File: src/rtl/core/key_chord_action_detector_core_defines.svh
// Assertion macros for the key chord action detector core.
`ifndef KEY_CHORD_ACTION_DETECTOR_CORE_DEFINES_SVH
`define KEY_CHORD_ACTION_DETECTOR_CORE_DEFINES_SVH

`ifndef SYNTH

// pre |-> post, checked on clk, off during reset
`define KCAD_ASSERT_SAME(lbl, pre, post) \
	lbl: assert property (@(posedge clk) disable iff (!arst_n) (pre) |-> (post)) \
		else $error("kcad assertion failed");

// pre |=> post, checked on clk, off during reset
`define KCAD_ASSERT_NEXT(lbl, pre, post) \
	lbl: assert property (@(posedge clk) disable iff (!arst_n) (pre) |=> (post)) \
		else $error("kcad assertion failed");

`else

`define KCAD_ASSERT_SAME(lbl, pre, post)
`define KCAD_ASSERT_NEXT(lbl, pre, post)

`endif

`endif

File: src/rtl/core/kcad_pkg.sv
// Types and codes shared by the key chord action detector core.
`default_nettype none

package kcad_pkg;

	localparam logic [1:0] CMD_KEY  = 2'd0;
	localparam logic [1:0] CMD_TICK = 2'd1;
	localparam logic [1:0] CMD_TAKE = 2'd2;

	localparam logic [1:0] KEY_PWR     = 2'd0;
	localparam logic [1:0] KEY_VOLDOWN = 2'd1;
	localparam logic [1:0] KEY_SIDE    = 2'd2;

	localparam logic [1:0] VAL_RELEASE = 2'd0;
	localparam logic [1:0] VAL_PRESS   = 2'd1;
	localparam logic [1:0] VAL_REPEAT  = 2'd2;

	localparam logic [1:0] ACT_SCREENSHOT = 2'd0;
	localparam logic [1:0] ACT_BACK       = 2'd1;
	localparam logic [1:0] ACT_TOGGLE     = 2'd2;

	localparam int unsigned MS_W = 16;
	localparam logic [MS_W-1:0] MS_MAX = {MS_W{1'b1}};
	localparam logic [MS_W-1:0] WINDOW_RESET = 16'd250;

	typedef struct packed {
		logic [1:0] cmd;
		logic [1:0] key_code;
		logic [1:0] key_value;
	} item_t;

	typedef struct packed {
		logic       action_valid;
		logic [1:0] action_code;
	} result_t;

	typedef struct packed {
		logic            power_held;
		logic            volume_held;
		logic            chord_used;
		logic [MS_W-1:0] power_held_ms;
		logic            pending_screenshot;
		logic            pending_back;
		logic            pending_toggle;
	} track_t;

endpackage

`default_nettype wire

File: src/rtl/core/kcad_tracker.sv
// Key and chord state with the pending action flags, updated once per item.
`default_nettype none

module kcad_tracker
	import kcad_pkg::*;
(
	input  wire logic            clk,
	input  wire logic            arst_n,
	input  wire logic            step,
	input  wire item_t           item,
	input  wire logic [MS_W-1:0] window,
	output result_t              result
);

	track_t st_q;
	track_t st_d;

	always_comb begin
		logic press;
		st_d = st_q;
		result = '0;
		press = (item.key_value != VAL_RELEASE);
		case (item.cmd)
			CMD_KEY: begin
				if (item.key_code == KEY_SIDE) begin
					if (item.key_value == VAL_PRESS) st_d.pending_back = 1'b1;
				end else if (item.key_code == KEY_PWR && item.key_value != VAL_REPEAT) begin
					if (press) begin
						if (!st_q.power_held) begin
							st_d.power_held = 1'b1;
							st_d.power_held_ms = '0;
						end
						if (st_q.volume_held && !st_q.chord_used) begin
							st_d.chord_used = 1'b1;
							st_d.pending_screenshot = 1'b1;
						end
					end else begin
						st_d.power_held = 1'b0;
						if (st_q.power_held && !st_q.chord_used) begin
							st_d.chord_used = 1'b1;
							st_d.pending_toggle = 1'b1;
						end
					end
				end else if (item.key_code == KEY_VOLDOWN && item.key_value != VAL_REPEAT) begin
					if (press) begin
						st_d.volume_held = 1'b1;
						if (st_q.power_held && !st_q.chord_used) begin
							st_d.chord_used = 1'b1;
							st_d.pending_screenshot = 1'b1;
						end
					end else begin
						st_d.volume_held = 1'b0;
						if (!st_q.power_held) st_d.chord_used = 1'b0;
					end
				end
			end
			CMD_TICK: begin
				if (st_q.power_held && st_q.power_held_ms != MS_MAX)
					st_d.power_held_ms = st_q.power_held_ms + 1'b1;
			end
			CMD_TAKE: begin
				// expire a long plain power press before choosing
				if (st_q.power_held && !st_q.chord_used && st_q.power_held_ms >= window) begin
					st_d.chord_used = 1'b1;
					st_d.pending_toggle = 1'b1;
				end
				if (!st_q.power_held && !st_q.volume_held) st_d.chord_used = 1'b0;
				result.action_valid = 1'b1;
				if (st_d.pending_screenshot) begin
					st_d.pending_screenshot = 1'b0;
					result.action_code = ACT_SCREENSHOT;
				end else if (st_d.pending_back) begin
					st_d.pending_back = 1'b0;
					result.action_code = ACT_BACK;
				end else if (st_d.pending_toggle) begin
					st_d.pending_toggle = 1'b0;
					result.action_code = ACT_TOGGLE;
				end else begin
					result.action_valid = 1'b0;
				end
			end
			default: begin
			end
		endcase
	end

	always_ff @(posedge clk or negedge arst_n) begin
		if (!arst_n) begin
			st_q <= '0;
		end else if (step) begin
			st_q <= st_d;
		end
	end

endmodule

`default_nettype wire

File: src/rtl/core/key_chord_action_detector_core.sv
// Key chord action detector: turns key, tick and take commands into actions.
//
// Channels: s_axis (command in), m_axis (action out), cfg (chord window).
// s_tdata carries cmd, key_code and key_value; every take command yields one
// m_axis transaction with action_valid and action_code, other commands none.
// cfg_tdata writes chord_window_ms; write it only while the block is idle.
// cfg_tready is always high.
// Path: an accepted take passes the input register, then the result register
// fed by the state update logic, before it shows on m_axis.
// Throughput: one command per cycle, but a take stalls while an action waits on m_tready.
// Reset: all key state and pending actions clear, the window returns to 250,
// both channel registers empty.
// Stall: while m_tready is low a finished action holds in the result
// register; key and tick commands keep flowing, and a take waits in the
// input register, which then lowers s_tready.
`default_nettype none
`include "key_chord_action_detector_core_defines.svh"

module key_chord_action_detector_core
	import kcad_pkg::*;
(
	input  wire logic        clk,
	input  wire logic        arst_n,
	input  wire logic        s_tvalid,
	output logic             s_tready,
	input  wire logic [7:0]  s_tdata,    // [1:0] cmd, [3:2] key_code, [5:4] key_value
	output logic             m_tvalid,
	input  wire logic        m_tready,
	output logic [7:0]       m_tdata,    // [0] action_valid, [2:1] action_code
	input  wire logic        cfg_tvalid,
	output logic             cfg_tready,
	input  wire logic [15:0] cfg_tdata   // [15:0] chord_window_ms
);

	logic            valid_s1;
	item_t           item_s1;
	logic            s1_adv;
	logic            s1_take;
	result_t         res;
	result_t         out_q;
	logic            out_valid_q;
	logic [MS_W-1:0] window_q;

	assign s1_take  = (item_s1.cmd == CMD_TAKE);
	// a take needs the result register free or draining
	assign s1_adv   = valid_s1 && (!s1_take || !out_valid_q || m_tready);
	assign s_tready = !valid_s1 || s1_adv;
	assign cfg_tready = 1'b1;

	always_ff @(posedge clk or negedge arst_n) begin
		if (!arst_n) begin
			valid_s1 <= 1'b0;
		end else if (s_tready) begin
			valid_s1 <= s_tvalid;
		end
	end

	always_ff @(posedge clk) begin
		if (s_tready && s_tvalid) begin
			item_s1 <= '{cmd: s_tdata[1:0], key_code: s_tdata[3:2], key_value: s_tdata[5:4]};
		end
	end

	always_ff @(posedge clk or negedge arst_n) begin
		if (!arst_n) begin
			window_q <= WINDOW_RESET;
		end else if (cfg_tvalid && cfg_tready) begin
			window_q <= cfg_tdata;
		end
	end

	kcad_tracker u_tracker (
		.clk    (clk),
		.arst_n (arst_n),
		.step   (s1_adv),
		.item   (item_s1),
		.window (window_q),
		.result (res)
	);

	always_ff @(posedge clk or negedge arst_n) begin
		if (!arst_n) begin
			out_valid_q <= 1'b0;
		end else if (s1_adv && s1_take) begin
			out_valid_q <= 1'b1;
		end else if (m_tready) begin
			out_valid_q <= 1'b0;
		end
	end

	always_ff @(posedge clk) begin
		if (s1_adv && s1_take) begin
			out_q <= res;
		end
	end

	assign m_tvalid = out_valid_q;
	assign m_tdata  = {5'd0, out_q.action_code, out_q.action_valid};

	`KCAD_ASSERT_NEXT(a_take_makes_result, s1_adv && s1_take, m_tvalid)
	`KCAD_ASSERT_NEXT(a_take_waits, valid_s1 && s1_take && m_tvalid && !m_tready,
		valid_s1 && s1_take)
	`KCAD_ASSERT_SAME(a_no_accept_on_blocked_take,
		valid_s1 && s1_take && m_tvalid && !m_tready, !s_tready)

endmodule

`default_nettype wire

File: config.mk
export PLATFORM = sky130hd
export DESIGN_NAME = key_chord_action_detector_core
export DESIGN_NICKNAME = d
export VERILOG_FILES = /design/src/rtl/core/kcad_pkg.sv /design/src/rtl/core/kcad_tracker.sv /design/src/rtl/core/key_chord_action_detector_core.sv
export VERILOG_INCLUDE_DIRS = /design/src /design/src/rtl/core
export SDC_FILE = /design/constraint.sdc
export NUM_CORES = 1
export LEC_CHECK = 0
export BUFFER_PORTS_ARGS = -buffer_cell sky130_fd_sc_hd__buf_2
export CORE_UTILIZATION = 55
export DETAILED_ROUTE_END_ITERATION = 16
export PLACE_DENSITY_LB_ADDON = 0.1
export SYNTH_ARGS = -nofsm -noshare
export SYNTH_HDL_FRONTEND = slang
export SYNTH_SLANG_ARGS = --single-unit
File: constraint.sdc
create_clock -name clk -period 2.9 [get_ports clk]
set_input_delay 0.29 -clock clk [delete_from_list [all_inputs] [get_ports clk]]
set_output_delay 0.29 -clock clk [all_outputs]
set_load 0.02 [all_outputs]
==> load_flow_metrics.sql <==
INSERT INTO impl_metrics (metric_group, metric, value, unit) VALUES
('finish', 'layout_cell_area_excl_fill', '2980', 'um2'),
('drt', 'drtIter0Drc', '162', ''),
('clock_tree', 'clkSinkCount', '49', ''),
('sta', 'final_hold_viol_count', '0', ''),
('pwr', 'psw', '0.396', 'mW'),
('drt', 'vias_per_cell', '5.31', ''),
('logic_synthesis', 'yosys_reg_bits', '49', ''),
('sta', 'fin_crit_sh', '81.7', '%'),
('setup_path', 'critical-path-slowest-cell', 'dfrtp_1', ''),
('sta', 'final_critical_path_setup_slack', '0.531', 'ns'),
('setup_path', 'critical_path_max_stage_delay', '0.45', 'ns'),
('clock_tree', 'clock_latency', '0.30', 'ns'),
('clock_tree', 'maximum_buffer_depth_of_the_clock_tree', '2', ''),
('pwr', 'power.sequential.fraction', '57.3', '%'),
('sta', 'finalSetupTns', '0', 'ns'),
('pwr', 'worst_ir_drop_vdd', '0.272', 'mV'),
('sta', 'clock_tree_skew_after_final_layout', '0.00957', 'ns'),
('die', 'dieWidth', '72.5', 'um'),
('logic_synthesis', 'synth.avg_cell_area', '9.91', 'um2'),
('global_route', 'gr-total-overflow', '0', ''),
('pwr', 'power.share.switching', '27.6', '%'),
('clock_tree', 'postCtsSetupBuffers', '0', ''),
('status', 'status', 'finished, final reports clean', ''),
('sta', 'tightestPinTransition', '0.895', 'ns'),
('placed_design', 'dp.final_hpwl', '3.53', 'mm'),
('drt', 'routed_wire_length_per_instance', '13.3', 'um'),
('worst_hold_path', 'worst_hold_path_type', 'in -> async', ''),
('die', 'fp.dieArea', '5260', 'um2'),
('pwr', 'combPwrFrac', '15.7', '%'),
('sta', 'final.min_clock_period', '2.37', 'ns'),
('logic_synthesis', 'synth_top_flop_cell', 'dfrtp_1', ''),
('placed_design', 'portBuffers', '31', ''),
('global_route', 'antenna_found_initial', '0', ''),
('setup_path', 'crit_path_max_fanout', '5', ''),
('die', 'die-height', '72.5', 'um'),
('clock_tree', 'cts.repair.resized', '0', ''),
('logic_synthesis', 'syn_area', '2730', 'um2'),
('pwr', 'leakage', '1.41', 'nW'),
('drt', 'drtPass1Iterations', '4', ''),
('clock_tree', 'root_driver', 'clkbuf_8', ''),
('job', 'cap_violations', '0', ''),
('die', 'core_area', '4750', 'um2'),
('setup_path', 'critical_path.cell_chain', 'ha_1 > a211o_1 > a31oi_1 > nor3_1 > o31a_1 > o31ai_1 > a21oi_1', ''),
('clock_tree', 'clk_pin_slew_worst_paths', '0.09', 'ns'),
('finish', 'synthToLayoutAreaGrowth', '8.92', '%'),
('drt', 'ant_nets', '0', ''),
('clock_tree', 'ctsHtreeMaxLevel', '2', ''),
('finish', 'inserted_diodes', '0', ''),
('setup_path', 'arrival', '2.41', 'ns'),
('logic_synthesis', 'number_of_synthesized_flops_with_an_enable_pin', '9', ''),
('setup_path', 'endpoint_class_of_the_critical_path', 'flop', ''),
('placed_design', 'preCtsSetupSlack', '0.551', 'ns'),
('pwr', 'power_per_cell_area', '482', 'nW/um2'),
('setup_path', 'timing.critical_path.required', '2.94', 'ns'),
('global_route', 'number_of_global_route_vias_before_repair', '1749', ''),
('logic_synthesis', 'ys_seq_area_share', '46.8', '%'),
('logic_synthesis', 'synthesis.instances', '276', ''),
('setup_path', 'timing.setup.critical_path_class', 'reg -> reg', ''),
('clock_tree', 'ctsHoldBuffers', '0', ''),
('finish', 'nNetsFinal', '350', ''),
('die', 'ios', '40', ''),
('die', 'initial_utilization', '57.5', '%'),
('clock_tree', 'cts_tree', 'built', ''),
('placed_design', 'gp_congestion', '0.874', ''),
('finish', 'fillerInstances', '423', ''),
('sta', 'setup_viol', '0', ''),
('sta', 'timing.slew.headroom', '40.3', '%'),
('sta', 'unrepaired_setup_endpoints_after_global_routing', 'no', ''),
('logic_synthesis', 'ys.warnings.count', '0', ''),
('logic_synthesis', 'async_flop_share', '81.6', '%'),
('drt', 'totalWireLength', '4.95', 'mm');
-- power groups by stage --
stage | clock [mW] | sequential (mW) | combinational [mW]
3_3_place_gp | 0 | 0.833 | 0.223
2_1_floorplan | 0 | 0.813 | 0.190
4_1_cts | 0.402 | 0.821 | 0.228
3_5_place_dp | 0 | 0.835 | 0.227
6_report | 0.387 | 0.823 | 0.226
5_1_grt | 0.429 | 0.832 | 0.263
-- kinds of logic (layout without fill, tap and decap cells) --
group                    count (synthesis)  in the layout  share of synthesized area [%]
multiplexers                             4              4                           1.69
buffers and inverters                   35             60                           6.32
XOR/XNOR                                14             14                           4.49
adder cells (fa/ha/maj)                 17             17                           7.78
flip-flops                              49             49                           46.8
other                                    2              6                          0.275
AO/OA/AOI/OAI                           54             54                           12.7
AND/OR/NAND/NOR                        101            101                           20.0
-- final timing paths --
kind                                        start            endpoint  slack (ns)  depth (start not counted)
worst max-delay path            u_tracker.st_q[5]          m_tdata[2]        0.53                          7
worst min-delay path                       arst_n            m_tvalid        0.11                          1
worst max register to register  u_tracker.st_q[5]          m_tdata[2]        0.53                          7
worst min register to register        window_q[5]         window_q[5]        0.51                          2
max in group asynchronous                  arst_n  u_tracker.st_q[21]        2.23                          1
min in group clk                       s_tdata[5]          item_s1[1]        0.17                          1
-- routing by layer --
layer  global-route usage, %  vias up  part of all wire (%)
met5                       0        -                     0
met4                    6.97        0                   1.5
met3                    5.83        6                   4.0
met2                    30.4       45                    44
met1                    29.2      914                    51
li1                        -     1009                     -
-- cell usage in the layout, fill, tap and decap left out, types with 6 or more instances in the layout --
cell,count
nand3_1,9
nor2_1,23
nand2b_1,6
edfxtp_1,9
nand4_1,10
dfstp_2,6
o21ai_0,25
buf_2,31
inv_1,20
nand2_1,24
dfrtp_1,34
ha_1,17
conb_1,6
a21oi_1,9
xor2_1,14
-- Yosys cell counts (4+ instances only) --
library cell | number | share of area, %
dfrtp_1 | 34 | 31
o21ai_0 | 25 | 4.6
nand2_1 | 24 | 3.3
nor2_1 | 23 | 3.2
inv_1 | 20 | 2.7
ha_1 | 17 | 7.8
xor2_1 | 14 | 4.5
nand4_1 | 10 | 2.3
a21oi_1 | 9 | 1.6
edfxtp_1 | 9 | 9.9
nand3_1 | 9 | 1.6
buf_4 | 8 | 2.2
dfstp_2 | 6 | 5.8
nand2b_1 | 6 | 1.4
and3_1 | 5 | 1.1
a31oi_1 | 4 | 0.92
nor2b_1 | 4 | 0.92
nor3_1 | 4 | 0.73
-- critical path, delay by kind of cell, from the launching register on --
kind,cells,cell delay (ns)
simple gates,1,0.07
compound gates,5,1.26
flops,1,0.45
fa+ha+maj,1,0.33
-- area by class of cell --
cell class / instances / area, um2 / share of cell area (%)
inverters: 20 / 75.1 / 2.52
well taps: 67 / 83.8 / 2.82
clock buffers: 8 / 80.1 / 2.69
repair buffers: 32 / 163 / 5.46
flip-flops and latches: 49 / 1280 / 42.9
multi-input cells: 196 / 1300 / 43.6
-- registers in the layout (all words and copies together), names as in the netlist --
register and cells:
item_s1 6, m_tdata 3, m_tvalid 1, u_tracker.st_q 22
valid_s1 1, window_q 16
-- stage by stage --
stage	util, %	hold WS [ns]	std cells
floorplan	-	-0.00559	280
global placement	60.9	0.468	364
detailed placement	60.9	0.469	364
CTS	62.6	0.146	372
global route	62.6	0.149	372
finish	62.6	0.113	372
(Power assumes the default switching activity.)
